[src/sv/mbps_pkg.sv]
// package for the masked byte pattern search block
// sizes, register indexes and the types shared by the window chain and the top level
// no dependencies
`default_nettype none

package mbps_pkg;

   // sizes of the block
   localparam int PATTERN_BYTES = 16;   // cells in the window chain
   localparam int ADDRESS_BITS  = 24;   // byte counter and address width

   // the pattern registers hold sixteen bytes; positions above are wildcards
   localparam int PATTERN_REG_BYTES = 16;
   localparam int REG_IDX_W         = $clog2(PATTERN_REG_BYTES);
   localparam int LEN_W             = $clog2(PATTERN_BYTES + 1);
   localparam int LEN_RAW_W         = 5;
   localparam int LEN_CMP_W         = (LEN_W > LEN_RAW_W) ? LEN_W : LEN_RAW_W;

   // fixed field widths
   localparam int BYTE_W   = 8;
   localparam int FIELD_W  = 24;
   localparam int OFFSET_W = 24;
   localparam int CSR_W    = 64;
   localparam int CSR_IDX_W = 3;
   localparam int RSP_DATA_W = 2 * FIELD_W;

   // configuration register indexes
   typedef enum logic [CSR_IDX_W-1:0] {
      CSR_PATTERN_LOW  = 3'd0,
      CSR_PATTERN_HIGH = 3'd1,
      CSR_CARE_MASK    = 3'd2,
      CSR_PATTERN_LEN  = 3'd3,
      CSR_PATCH_OFFSET = 3'd4
   } csr_index_type;

   // pattern setup seen by the window chain
   typedef struct packed {
      logic [PATTERN_REG_BYTES-1:0][BYTE_W-1:0] pattern;
      logic [PATTERN_REG_BYTES-1:0]             care;
      logic [LEN_W-1:0]                         len;      // effective length, 1 to max
   } cfg_type;

   // compare setup of one cell
   typedef struct packed {
      logic              active;   // cell lies inside the pattern and is cared
      logic [BYTE_W-1:0] want;
   } cell_ctl_type;

endpackage

`default_nettype wire

[src/sv/mbps_cell.sv]
// one cell of the byte window chain: holds a byte and compares the byte moving in
// depends on mbps_pkg
`default_nettype none

module mbps_cell (
   input  wire                          clock,
   input  wire                          shift_en,
   input  wire  [mbps_pkg::BYTE_W-1:0]  byte_in,
   input  mbps_pkg::cell_ctl_type       ctl,
   output logic [mbps_pkg::BYTE_W-1:0]  byte_out,
   output logic                         mismatch
);
   import mbps_pkg::*;

   logic [BYTE_W-1:0] held_ff;
   logic [BYTE_W-1:0] held_in;

   assign held_in = shift_en ? byte_in : held_ff;

   always_ff @(posedge clock) begin
      held_ff <= held_in;
   end

   // the compare looks at the byte that lands here on this shift
   assign mismatch = ctl.active && (byte_in != ctl.want);
   assign byte_out = held_ff;

endmodule

`default_nettype wire

[src/sv/mbps_window.sv]
// chain of window cells plus the per-cell pattern alignment for the current length
// depends on mbps_pkg and mbps_cell
`default_nettype none

module mbps_window (
   input  wire                          clock,
   input  wire                          shift_en,
   input  wire  [mbps_pkg::BYTE_W-1:0]  code_byte,
   input  mbps_pkg::cfg_type            cfg,
   output logic                         hit
);
   import mbps_pkg::*;

   localparam int POS_W = (LEN_W > REG_IDX_W) ? LEN_W : REG_IDX_W;

   logic [PATTERN_BYTES:0][BYTE_W-1:0] link;
   logic [PATTERN_BYTES-1:0]           mismatch;

   assign link[0] = code_byte;

   for (genvar j = 0; j < PATTERN_BYTES; j++) begin : g_cell
      localparam logic [POS_W-1:0] CELL_J = POS_W'(j);
      logic [POS_W-1:0] len_ext;
      logic [POS_W-1:0] pat_pos;
      cell_ctl_type     ctl;

      // cell j holds the byte j places back, matched against pattern byte len-1-j
      assign len_ext = POS_W'(cfg.len);
      assign pat_pos = len_ext - CELL_J - POS_W'(1);
      assign ctl.active = (CELL_J < len_ext)
                       && (pat_pos < POS_W'(PATTERN_REG_BYTES))
                       && cfg.care[pat_pos[REG_IDX_W-1:0]];
      assign ctl.want   = cfg.pattern[pat_pos[REG_IDX_W-1:0]];

      mbps_cell u_cell (
         .clock    (clock),
         .shift_en (shift_en),
         .byte_in  (link[j]),
         .ctl      (ctl),
         .byte_out (link[j+1]),
         .mismatch (mismatch[j])
      );
   end

   assign hit = ~|mismatch;

endmodule

`default_nettype wire

[src/sv/masked_byte_pattern_search.sv]
// masked byte pattern search, top level: config registers, byte counter, match latch, result register
// depends on mbps_pkg, mbps_window and mbps_cell
//
// Scans a stream of code bytes, one byte per word on req, for a pattern of up to sixteen bytes
// with per-byte care bits (a clear bit makes that position a wildcard). The byte window is a
// chain of sixteen cells that shift by one on every accepted byte; each cell compares the byte
// moving into it, so the whole window is checked in the same cycle the byte is taken. The block
// takes one byte per clock cycle with no gaps; the only stall is when a finished result still
// sits in the rsp register and rsp_tready is low. The first start position that matches is
// latched. On the word with req_tlast high, one result word appears on rsp the next cycle:
// found in rsp_tuser, the match position and the patch address (position plus the signed patch
// offset, wrapping at the address width) in rsp_tdata, both zero when nothing was found. The
// byte count and match latch then clear for the next image. The byte count saturates at
// 2^24-1; bytes beyond that are not matched. Write configuration only between images.
`default_nettype none

module masked_byte_pattern_search (
   input  wire                                 clock,
   input  wire                                 reset,
   // code bytes
   input  wire                                 req_tvalid,
   output logic                                req_tready,
   input  wire  [mbps_pkg::BYTE_W-1:0]         req_tdata,    // code_byte [7:0]
   input  wire                                 req_tlast,    // last byte of the image
   // scan results
   output logic                                rsp_tvalid,
   input  wire                                 rsp_tready,
   output logic [mbps_pkg::RSP_DATA_W-1:0]     rsp_tdata,    // match_position [23:0], patch_address [47:24]
   output logic [0:0]                          rsp_tuser,    // found [0]
   // configuration writes
   input  wire                                 csr_valid,
   output logic                                csr_ready,
   input  wire  [mbps_pkg::CSR_IDX_W-1:0]      csr_index,
   input  wire  [mbps_pkg::CSR_W-1:0]          csr_data
);
   import mbps_pkg::*;

   localparam int ADDR_W = ADDRESS_BITS;
   localparam logic [ADDR_W-1:0] ADDR_MAX = {ADDR_W{1'b1}};

   // configuration registers
   logic [CSR_W-1:0]     pattern_low_ff,  pattern_low_in;
   logic [CSR_W-1:0]     pattern_high_ff, pattern_high_in;
   logic [PATTERN_REG_BYTES-1:0] care_ff, care_in;
   logic [LEN_RAW_W-1:0] len_raw_ff, len_raw_in;
   logic [OFFSET_W-1:0]  offset_ff, offset_in;

   // scan state
   logic [ADDR_W-1:0]    bytes_seen_ff, bytes_seen_in;
   logic                 match_seen_ff, match_seen_in;
   logic [ADDR_W-1:0]    first_start_ff, first_start_in;
   logic [ADDR_W-1:0]    first_patch_ff, first_patch_in;

   // result register
   logic                 rsp_valid_ff, rsp_valid_in;
   logic                 rsp_found_ff, rsp_found_in;
   logic [FIELD_W-1:0]   rsp_pos_ff, rsp_pos_in;
   logic [FIELD_W-1:0]   rsp_patch_ff, rsp_patch_in;

   logic                 req_accept;
   logic                 counting;
   logic                 window_hit;
   logic                 hit_now;
   logic                 enough_bytes;
   logic [LEN_CMP_W-1:0] len_raw_ext;
   logic [LEN_W-1:0]     len_eff;
   logic [ADDR_W-1:0]    len_addr;
   logic [ADDR_W-1:0]    cand_start;
   logic [ADDR_W-1:0]    offset_addr;
   logic [ADDR_W-1:0]    cand_patch;
   logic [ADDR_W-1:0]    final_start;
   logic [ADDR_W-1:0]    final_patch;
   cfg_type              cfg;

   // config port never stalls
   assign csr_ready = 1'b1;

   always_comb begin
      pattern_low_in  = pattern_low_ff;
      pattern_high_in = pattern_high_ff;
      care_in         = care_ff;
      len_raw_in      = len_raw_ff;
      offset_in       = offset_ff;
      if (csr_valid) begin
         case (csr_index)
            CSR_PATTERN_LOW:  pattern_low_in  = csr_data;
            CSR_PATTERN_HIGH: pattern_high_in = csr_data;
            CSR_CARE_MASK:    care_in         = csr_data[PATTERN_REG_BYTES-1:0];
            CSR_PATTERN_LEN:  len_raw_in      = csr_data[LEN_RAW_W-1:0];
            CSR_PATCH_OFFSET: offset_in       = csr_data[OFFSET_W-1:0];
            default: ;  // unused indexes are dropped
         endcase
      end
   end

   // effective length: zero acts as one, clamp at the window size
   assign len_raw_ext = LEN_CMP_W'(len_raw_ff);
   always_comb begin
      if (len_raw_ext == '0) begin
         len_eff = LEN_W'(1);
      end else if (len_raw_ext > LEN_CMP_W'(PATTERN_BYTES)) begin
         len_eff = LEN_W'(PATTERN_BYTES);
      end else begin
         len_eff = LEN_W'(len_raw_ext);
      end
   end

   assign cfg.pattern = {pattern_high_ff, pattern_low_ff};
   assign cfg.care    = care_ff;
   assign cfg.len     = len_eff;

   // handshake: a byte is taken unless a result is stuck in the output register
   assign req_tready = !rsp_valid_ff || rsp_tready;
   assign req_accept = req_tvalid && req_tready;
   assign counting   = bytes_seen_ff != ADDR_MAX;

   mbps_window u_window (
      .clock     (clock),
      .shift_en  (req_accept && counting),
      .code_byte (req_tdata),
      .cfg       (cfg),
      .hit       (window_hit)
   );

   // start position and patch address if the window matches on this byte
   assign len_addr     = ADDR_W'(len_eff);
   assign enough_bytes = bytes_seen_ff >= (len_addr - ADDR_W'(1));
   assign cand_start   = bytes_seen_ff + ADDR_W'(1) - len_addr;
   assign offset_addr  = ADDR_W'({{ADDR_W{offset_ff[OFFSET_W-1]}}, offset_ff});
   assign cand_patch   = cand_start + offset_addr;
   assign hit_now      = counting && !match_seen_ff && enough_bytes && window_hit;

   assign final_start = match_seen_ff ? first_start_ff : cand_start;
   assign final_patch = match_seen_ff ? first_patch_ff : cand_patch;

   always_comb begin
      bytes_seen_in  = bytes_seen_ff;
      match_seen_in  = match_seen_ff;
      first_start_in = first_start_ff;
      first_patch_in = first_patch_ff;
      rsp_valid_in   = rsp_valid_ff && !rsp_tready;
      rsp_found_in   = rsp_found_ff;
      rsp_pos_in     = rsp_pos_ff;
      rsp_patch_in   = rsp_patch_ff;
      if (req_accept) begin
         if (req_tlast) begin
            // result word, then clear for the next image
            rsp_valid_in   = 1'b1;
            rsp_found_in   = match_seen_ff || hit_now;
            rsp_pos_in     = (match_seen_ff || hit_now) ? FIELD_W'(final_start) : '0;
            rsp_patch_in   = (match_seen_ff || hit_now) ? FIELD_W'(final_patch) : '0;
            bytes_seen_in  = '0;
            match_seen_in  = 1'b0;
            first_start_in = '0;
            first_patch_in = '0;
         end else begin
            if (counting) begin
               bytes_seen_in = bytes_seen_ff + ADDR_W'(1);
            end
            if (hit_now) begin
               match_seen_in  = 1'b1;
               first_start_in = cand_start;
               first_patch_in = cand_patch;
            end
         end
      end
   end

   always_ff @(posedge clock) begin
      if (reset) begin
         pattern_low_ff  <= '0;
         pattern_high_ff <= '0;
         care_ff         <= '1;
         len_raw_ff      <= LEN_RAW_W'(1);
         offset_ff       <= '0;
         bytes_seen_ff   <= '0;
         match_seen_ff   <= 1'b0;
         first_start_ff  <= '0;
         first_patch_ff  <= '0;
         rsp_valid_ff    <= 1'b0;
      end else begin
         pattern_low_ff  <= pattern_low_in;
         pattern_high_ff <= pattern_high_in;
         care_ff         <= care_in;
         len_raw_ff      <= len_raw_in;
         offset_ff       <= offset_in;
         bytes_seen_ff   <= bytes_seen_in;
         match_seen_ff   <= match_seen_in;
         first_start_ff  <= first_start_in;
         first_patch_ff  <= first_patch_in;
         rsp_valid_ff    <= rsp_valid_in;
      end
   end

   // result payload, loaded only with a new result
   always_ff @(posedge clock) begin
      rsp_found_ff <= rsp_found_in;
      rsp_pos_ff   <= rsp_pos_in;
      rsp_patch_ff <= rsp_patch_in;
   end

   assign rsp_tvalid   = rsp_valid_ff;
   assign rsp_tdata    = {rsp_patch_ff, rsp_pos_ff};
   assign rsp_tuser[0] = rsp_found_ff;

   // a not-found result carries zero position and address
   a_notfound_zero: assert property (@(posedge clock) disable iff (reset)
      rsp_valid_ff && !rsp_found_ff |-> (rsp_pos_ff == '0) && (rsp_patch_ff == '0))
      else $error("not-found result with nonzero fields");

   // the last byte always clears the scan state and raises a result
   a_last_clears: assert property (@(posedge clock) disable iff (reset)
      req_accept && req_tlast |=> (bytes_seen_ff == '0) && !match_seen_ff && rsp_valid_ff)
      else $error("last byte did not close the scan");

   // a latched match holds its position until the image ends
   a_match_holds: assert property (@(posedge clock) disable iff (reset)
      match_seen_ff && !(req_accept && req_tlast)
      |=> match_seen_ff && $stable(first_start_ff) && $stable(first_patch_ff))
      else $error("latched match changed inside a scan");

   // within an image the byte count never goes backward
   a_count_grows: assert property (@(posedge clock) disable iff (reset)
      !(req_accept && req_tlast) |=> bytes_seen_ff >= $past(bytes_seen_ff))
      else $error("byte count went backward");

endmodule

`default_nettype wire

[config.mk]
export PLATFORM = sky130hd
export DESIGN_NAME = masked_byte_pattern_search
export DESIGN_NICKNAME = d
export VERILOG_FILES = /design/src/sv/mbps_pkg.sv /design/src/sv/mbps_cell.sv /design/src/sv/mbps_window.sv /design/src/sv/masked_byte_pattern_search.sv
export SDC_FILE = /design/constraint.sdc
export NUM_CORES = 1
export LEC_CHECK = 0
export ABC_AREA = 1
export BUFFER_PORTS_ARGS = -buffer_cell sky130_fd_sc_hd__buf_2
export CAP_MARGIN = 20
export CORE_MARGIN = 2
export CORE_UTILIZATION = 55
export CTS_BUF_LIST = sky130_fd_sc_hd__clkbuf_4 sky130_fd_sc_hd__clkbuf_8
export DETAILED_ROUTE_END_ITERATION = 8
export PLACE_DENSITY = 0.69
export REMOVE_ABC_BUFFERS = 1
export SYNTH_ARGS = -nofsm -noshare
export SYNTH_HDL_FRONTEND = slang
export SYNTH_HIERARCHICAL = 1
export SYNTH_SLANG_ARGS = --single-unit
export TNS_END_PERCENT = 30
[constraint.sdc]
create_clock -name clock -period 9.5 [get_ports clock]
set_clock_uncertainty 0.1 [all_clocks]
set_input_delay 0.95 -clock clock [delete_from_list [all_inputs] [get_ports clock]]
set_output_delay 0.95 -clock clock [all_outputs]
set_load 0.01 [all_outputs]
==> out/results.txt, run 1 <==
Status: finished, final reports clean
Post-cts sizing count: 0
Htree depth: 3
Cells after DPL: 5205
CP required: 9960 ps
Gr usage total: 35.82%
Non-Filler Instances: 5341
Reg power frac: 39.7%
Final min period: 7184 ps
Ys Warns: 6
Synth Instances: 4545
Via count: 29553
WL final: 98300 µm
Peak supply drop: 0.1197 mV
Slew Viols, Final: 0
Final setup viols: 0
Arr. time, crit path: 7650 ps
Max-slew headroom: 22.37%
Placed Area: 29840 µm²
Gp weighted congestion: 0.9609
Achievable clock frequency: 139.2 MHz
Switch Pwr: 1.735 mW
Crit Path Class: flip-flop to flip-flop
Die Ht: 233.5 µm
Max-cap violations: 0
Worst-Margin Slew: 1164 ps
CTS tree: built
Sw Ratio: 34.67%
Iteration-0 DRC Markers: 3049
Largest net degree at the start of global routing: 92
Worst hold path class: flip-flop to flip-flop
Buffers on Ports: 131
DRT antenna net count: 0
First-pass GRT wire length: 149400 µm
Fin worst setup slack: 2316 ps
R2r worst-path depth: 22
Nets: 4750
Clock Power Share: 35.9%
Pre-CTS setup slack: 2517 ps
I/O Pins: 133
Row cnt: 84
Drt via density: 5.533
Vias in the first global route: 26476
DRT met1 WL: 42060 µm
Mapped Avg Cell Area: 6.372 µm²
Syn Std Cell Area: 28960 µm²
Global route overflow: 0
Power density cells: 159.3 nW/µm²
Top sig layer: met4
Die ar.: 54510 µm²
Area Overhead vs Synth: 8.480%
Gate power share: 24.4%
CTS clock-pin slew for the worst setup and hold paths: 70 ps
Setup TNS: 0 ps
DRC violations left: 0
Drt first pass iters: 7
Routed len/inst: 18.41 µm
Met2 Routed Length: 41590 µm
Final Total Pwr: 5.005 mW
Share of cells above drive strength 1: 9.845%
Initial antenna violation count: 1
Fin area: 31420 µm²
Internal power: 3.270 mW
CTS Root Cell: clkbuf_8
Longest Clk Path Bufs: 3
WHS Path Cells: 2
CTS sink cnt: 416
Post-CTS Hold Buffers: 0
Detail Placement HPWL: 71130 µm
CP Max Fanout: 75
CP endpoint kind: flip-flop
RSZ-0062 raised after global routing: no
Clock Latency Late Sink: 700 ps
Die X-Extent: 233.5 µm
Initial core utilization: 55.34%
Number of buffers created by CTS: 74
Core area: 52340 µm²
Final Hold Viols: 0
Setup bufs post-CTS: 0
Lkg Pwr: 15.22 nW
Critical path launch point type: flip-flop
Met3 WL post-DR: 8888 µm
Tcrit/Tclk final: 75.62%
## power by group through the flow
| stage | logic, mW | clock network [mW] | registers [mW] |
|---|---|---|---|
| 2_1_floorplan | 0.805 | 0 | 2.01 |
| 3_3_place_gp | 1.17 | 0 | 2.02 |
| 4_1_cts | 1.19 | 1.82 | 1.99 |
| 6_report | 1.22 | 1.80 | 1.99 |
| 5_1_grt | 1.35 | 1.88 | 1.99 |
| 3_5_place_dp | 1.18 | 0 | 2.02 |
## metrics by stage
step	utilization (%)	hold WS [ps]
after floorplan	-	334.9
after global placement	57.02	350.0
after detailed placement	57.02	352.3
after CTS	60.00	333.6
after global routing	60.03	352.2
final	60.03	362.5
## critical path: stages, from the launching register on
cell	delay (ps)
dfxtp_1	600
a21oi_4	780
buf_4	640
buf_4	560
a21oi_4	140
xor2_2	910
nand2_1	130
nand2_1	150
inv_1	60
nand2_1	60
nand2_1	50
nor2_1	240
nand2_1	120
nor2_1	140
nor2_1	50
nor4_1	380
nand2_1	90
nor2_1	270
nor3b_2	280
nand2_1	500
inv_1	180
buf_4	360
a32o_1	230
## cell type report
| type | instances | area, µm² |
|---|---|---|
| antenna | 1 | 2.502 |
| clock buffer | 112 | 1373 |
| clock inverter | 22 | 190.2 |
| fill | 5235 | 20920 |
| inverter | 378 | 1425 |
| multi-input combinational | 3557 | 16620 |
| sequential | 416 | 10020 |
| tap | 688 | 860.8 |
| timing repair buffer | 167 | 929.6 |
## cells in the final DEF (no fill, tap or decap), types with 20 or more instances in the layout
cell type / instances
nand2_1: 1721
nor2_1: 531
nand3_1: 393
inv_1: 357
o21ai_0: 264
dfxtp_1: 246
edfxtp_1: 169
buf_2: 131
a21oi_1: 123
clkbuf_8: 85
ha_1: 72
or2_2: 61
o21ai_1: 61
or2_0: 39
buf_4: 35
or2_1: 31
xor2_1: 30
clkbuf_4: 27
a22o_1: 26
conb_1: 20
## routing by layer
layer | up-vias | track usage [%]
met5 | - | 0
met4 | 0 | 18.87
met3 | 309 | 6.885
met2 | 1318 | 54.34
met1 | 13363 | 48.31
li1 | 14563 | -
## sequential cells by signal (all words and copies together), names as in the netlist
name and count:
first_start_ff 24, len_raw_ext 5, first_patch_ff 24, match_seen_ff 1, rsp_tvalid 1, u_window/g_cell.u_cell/byte_out 120, rsp_tuser 1, care_ff 16
rsp_pos_ff 24, bytes_seen_ff 24, pattern_low_ff 64, pattern_high_ff 64, rsp_patch_ff 24, offset_addr 24
## final timing paths
kind | start | endpoint | slack [ps]
worst max-delay path | len_raw_ext[4] | rsp_pos_ff[23] | 2320
worst min-delay path | first_patch_ff[0] | first_patch_ff[0] | 360
worst max register to register | len_raw_ext[4] | rsp_pos_ff[23] | 2320
worst min register to register | first_patch_ff[0] | first_patch_ff[0] | 360
Note: power is estimated with default switching activity, not from simulation.
==> inputs of run 2 (changes only) <==
--- a/config.mk
+++ b/config.mk
@@ -5,14 +5,14 @@
 export SDC_FILE = /design/constraint.sdc
 export NUM_CORES = 1
 export LEC_CHECK = 0
-export ABC_AREA = 1
+export ABC_AREA = 0
 export BUFFER_PORTS_ARGS = -buffer_cell sky130_fd_sc_hd__buf_2
 export CAP_MARGIN = 20
 export CORE_MARGIN = 2
 export CORE_UTILIZATION = 55
 export CTS_BUF_LIST = sky130_fd_sc_hd__clkbuf_4 sky130_fd_sc_hd__clkbuf_8
 export DETAILED_ROUTE_END_ITERATION = 8
-export PLACE_DENSITY = 0.69
+export PLACE_DENSITY = 0.7
 export REMOVE_ABC_BUFFERS = 1
 export SYNTH_ARGS = -nofsm -noshare
 export SYNTH_HDL_FRONTEND = slang
==> constraint.sdc (replaced) <==
create_clock -name clock -period 6.7 [get_ports clock]
set_clock_uncertainty 0.1 [all_clocks]
set_input_delay 0.67 -clock clock [delete_from_list [all_inputs] [get_ports clock]]
set_output_delay 0.67 -clock clock [all_outputs]
set_load 0.01 [all_outputs]
==> out/results.txt, run 2 <==
Commonest non-fill, non-tap cells in the layout: 390 x nand2_1, 246 x dfxtp_1, 246 x mux4_2, 219 x a21oi_1, 169 x edfxtp_1 (was 1721 x nand2_1, 531 x nor2_1, 393 x nand3_1, 357 x inv_1, 264 x o21ai_0)
Final setup viols: 0 (unchanged)
Worst path bufs/invs: 5 (unchanged)
Achievable clock frequency: 161.6 MHz (was 139.2 MHz)
Final core utilization: 61.66% (was 60.03%)
Hold_ws: 109.1 ps (was 362.5 ps)
CP cell instances: inv_1 -> nand2_1 -> inv_2 -> buf_4 -> buf_4 -> mux4_2 -> mux4_2 -> xor2_1 -> nor4_1 -> a21boi_1 -> nor4_1 -> and4_1 -> nand2b_1 -> a211oi_1 -> nand3_1 -> o21ai_4 -> o21ai_4 -> buf_12 -> a22oi_1 -> nor2_1 (was a21oi_4 -> buf_4 -> buf_4 -> a21oi_4 -> xor2_2 -> nand2_1 -> nand2_1 -> inv_1 -> nand2_1 -> nand2_1 -> nor2_1 -> nand2_1 -> nor2_1 -> nor2_1 -> nor4_1 -> nand2_1 -> nor2_1 -> nor3b_2 -> nand2_1 -> inv_1 -> buf_4 -> a32o_1)
Area Overhead vs Synth: 10.95% (was 8.480%)
Hold path startpoint: req_tdata[7] (was first_patch_ff[0])
Global route overflow: 0 (unchanged)
Drt via density: 6.502 (was 5.533)
CP max-delay cell: nor4_1 (was xor2_2)
Arr. time, crit path: 6620 ps (was 7650 ps)
Die Ht: 225.9 µm (was 233.5 µm)
WL final: 81380 µm (was 98300 µm)
CTS Root Cell: clkbuf_8 (unchanged)
Clock Latency Late Sink: 680 ps (was 700 ps)
Routed len/inst: 24.63 µm (was 18.41 µm)
Gp weighted congestion: 0.9609 (unchanged)
Largest stage delay on the critical path: 770 ps (was 910 ps)
Worst setup startpoint: len_raw_ext[4] (unchanged)
Htree depth: 3 (unchanged)
Initial antenna violation count: 7 (was 1)
CTS sink cnt: 416 (unchanged)
Power density cells: 208.9 nW/µm² (was 159.3 nW/µm²)
Largest register FFs: 120 (unchanged)
Slew Viols, Final: 0 (unchanged)
I/O Pins: 133 (unchanged)
Status: finished, final reports clean (unchanged)
CTS clock-pin slew for the worst setup and hold paths: 60 ps (was 70 ps)
Max-cap violations: 0 (unchanged)
Post-cts sizing count: 0 (unchanged)
CP endpoint kind: flip-flop (unchanged)
Synth Instances: 2471 (was 4545)
Via count: 21482 (was 29553)
Post-CTS Hold Buffers: 0 (unchanged)
Peak supply drop: 0.1437 mV (was 0.1197 mV)
Syn Std Cell Area: 27090 µm² (was 28960 µm²)
Iteration-0 DRC Markers: 2458 (was 3049)
CP Max Fanout: 39 (was 75)
Setup bufs post-CTS: 0 (unchanged)
DRC violations left: 0 (unchanged)
Share of cells above drive strength 1: 23.25% (was 9.845%)
Commonest non-fill, non-tap cell in the layout: nand2_1 (unchanged)
Final min period: 6190 ps (was 7184 ps)
Longest Clk Path Bufs: 3 (unchanged)
Crit Path Class: flip-flop to flip-flop (unchanged)
Die ar.: 51050 µm² (was 54510 µm²)
Die X-Extent: 225.9 µm (was 233.5 µm)
Max-slew headroom: 31.57% (was 22.37%)
Tcrit/Tclk final: 92.39% (was 75.62%)
Drt first pass iters: 5 (was 7)
Gr usage total: 32.29% (was 35.82%)
Core area: 48750 µm² (was 52340 µm²)
CTS tree: built (unchanged)
Worst hold path class: input port to flip-flop (was flip-flop to flip-flop)
DRT antenna net count: 0 (unchanged)
RSZ-0062 raised after global routing: no (unchanged)
First-pass GRT wire length: 124000 µm (was 149400 µm)
Largest delay share family, worst path: simple AND/OR/NAND/NOR gates (unchanged)
Detail Placement HPWL: 59920 µm (was 71130 µm)
Nets: 2732 (was 4750)
Worst r2r src: len_raw_ext[4] (unchanged)
Mapped Avg Cell Area: 10.96 µm² (was 6.372 µm²)
Vias in the first global route: 20474 (was 26476)
Lkg Pwr: 11.55 nW (was 15.22 nW)
Ys Warns: 6 (unchanged)
Initial core utilization: 55.58% (was 55.34%)
Critical path launch point type: flip-flop (unchanged)
Worst-Margin Slew: 1026 ps (was 1164 ps)
Row cnt: 81 (was 84)
Number of buffers created by CTS: 74 (unchanged)
Buffers on Ports: 131 (unchanged)
Final Hold Viols: 0 (unchanged)
Largest net degree at the start of global routing: 92 (unchanged)
CP required: 7130 ps (was 9960 ps)
[run 2: layout make-up]
class | count | area [µm²]
Antenna cell | 4 | 10.01
Clock buffer | 105 | 1301
Clock inverter | 31 | 386.6
Fill cell | 3948 | 18690
Inverter | 34 | 127.6
Multi-Input combinational cell | 1861 | 16170
Sequential cell | 416 | 10020
Tap cell | 664 | 830.8
Timing Repair Buffer | 189 | 1210
[run 2: path summary, 6_finish.rpt]
kind                                      endpoint  slack (ps)  cells after the start
max                             first_start_ff[23]         510                     20
min reg2reg  u_window/g_cell[5].u_cell/byte_out[5]         360                      0
max reg2reg                     first_start_ff[23]         510                     20
min          u_window/g_cell[0].u_cell/byte_out[7]         110                      1
[run 2: metrics by stage]
step	setup WS, ps	cell area, µm²	total power, mW	setup TNS, ps	instances
after floorplan	-18110	26220	3.319	-1679710	2311
final	510.1	30060	6.280	0	3304
after CTS	579.2	30050	6.318	0	3300
after detailed placement	569.7	28360	3.610	0	3164
after global placement	642.2	28360	3.594	0	3164
after global routing	186.9	30050	6.486	0	3301
[run 2: power breakdown]
| part | switching, mW | internal [mW] | leakage (nW) | total (mW) |
|---|---|---|---|---|
| Sequential | 0.0841 | 2.73 | 3.64 | 2.81 |
| Clock | 1.16 | 1.55 | 0.873 | 2.71 |
| Combinational | 0.460 | 0.299 | 7.03 | 0.760 |
| Total | 1.70 | 4.58 | 11.5 | 6.28 |
[run 2: routing by layer]
layer	wire, µm	vias to the layer above	track usage, %
li1	-	9490	-
met1	32810	10725	44.20
met2	36770	1070	49.09
met3	7998	191	7.494
met4	3760	6	14.53
met5	41	-	0
[run 2: worst register-to-register path, stage by stage, from the launching register on]
cell and delay (ps):
dfxtp_1 310, inv_1 110, nand2_1 130, inv_2 220, buf_4 520, buf_4 510, mux4_2 440, mux4_2 550
xor2_1 180, nor4_1 770, a21boi_1 130, nor4_1 180, and4_1 350, nand2b_1 90, a211oi_1 230, nand3_1 160
o21ai_4 290, o21ai_4 250, buf_12 260, a22oi_1 200, nor2_1 60
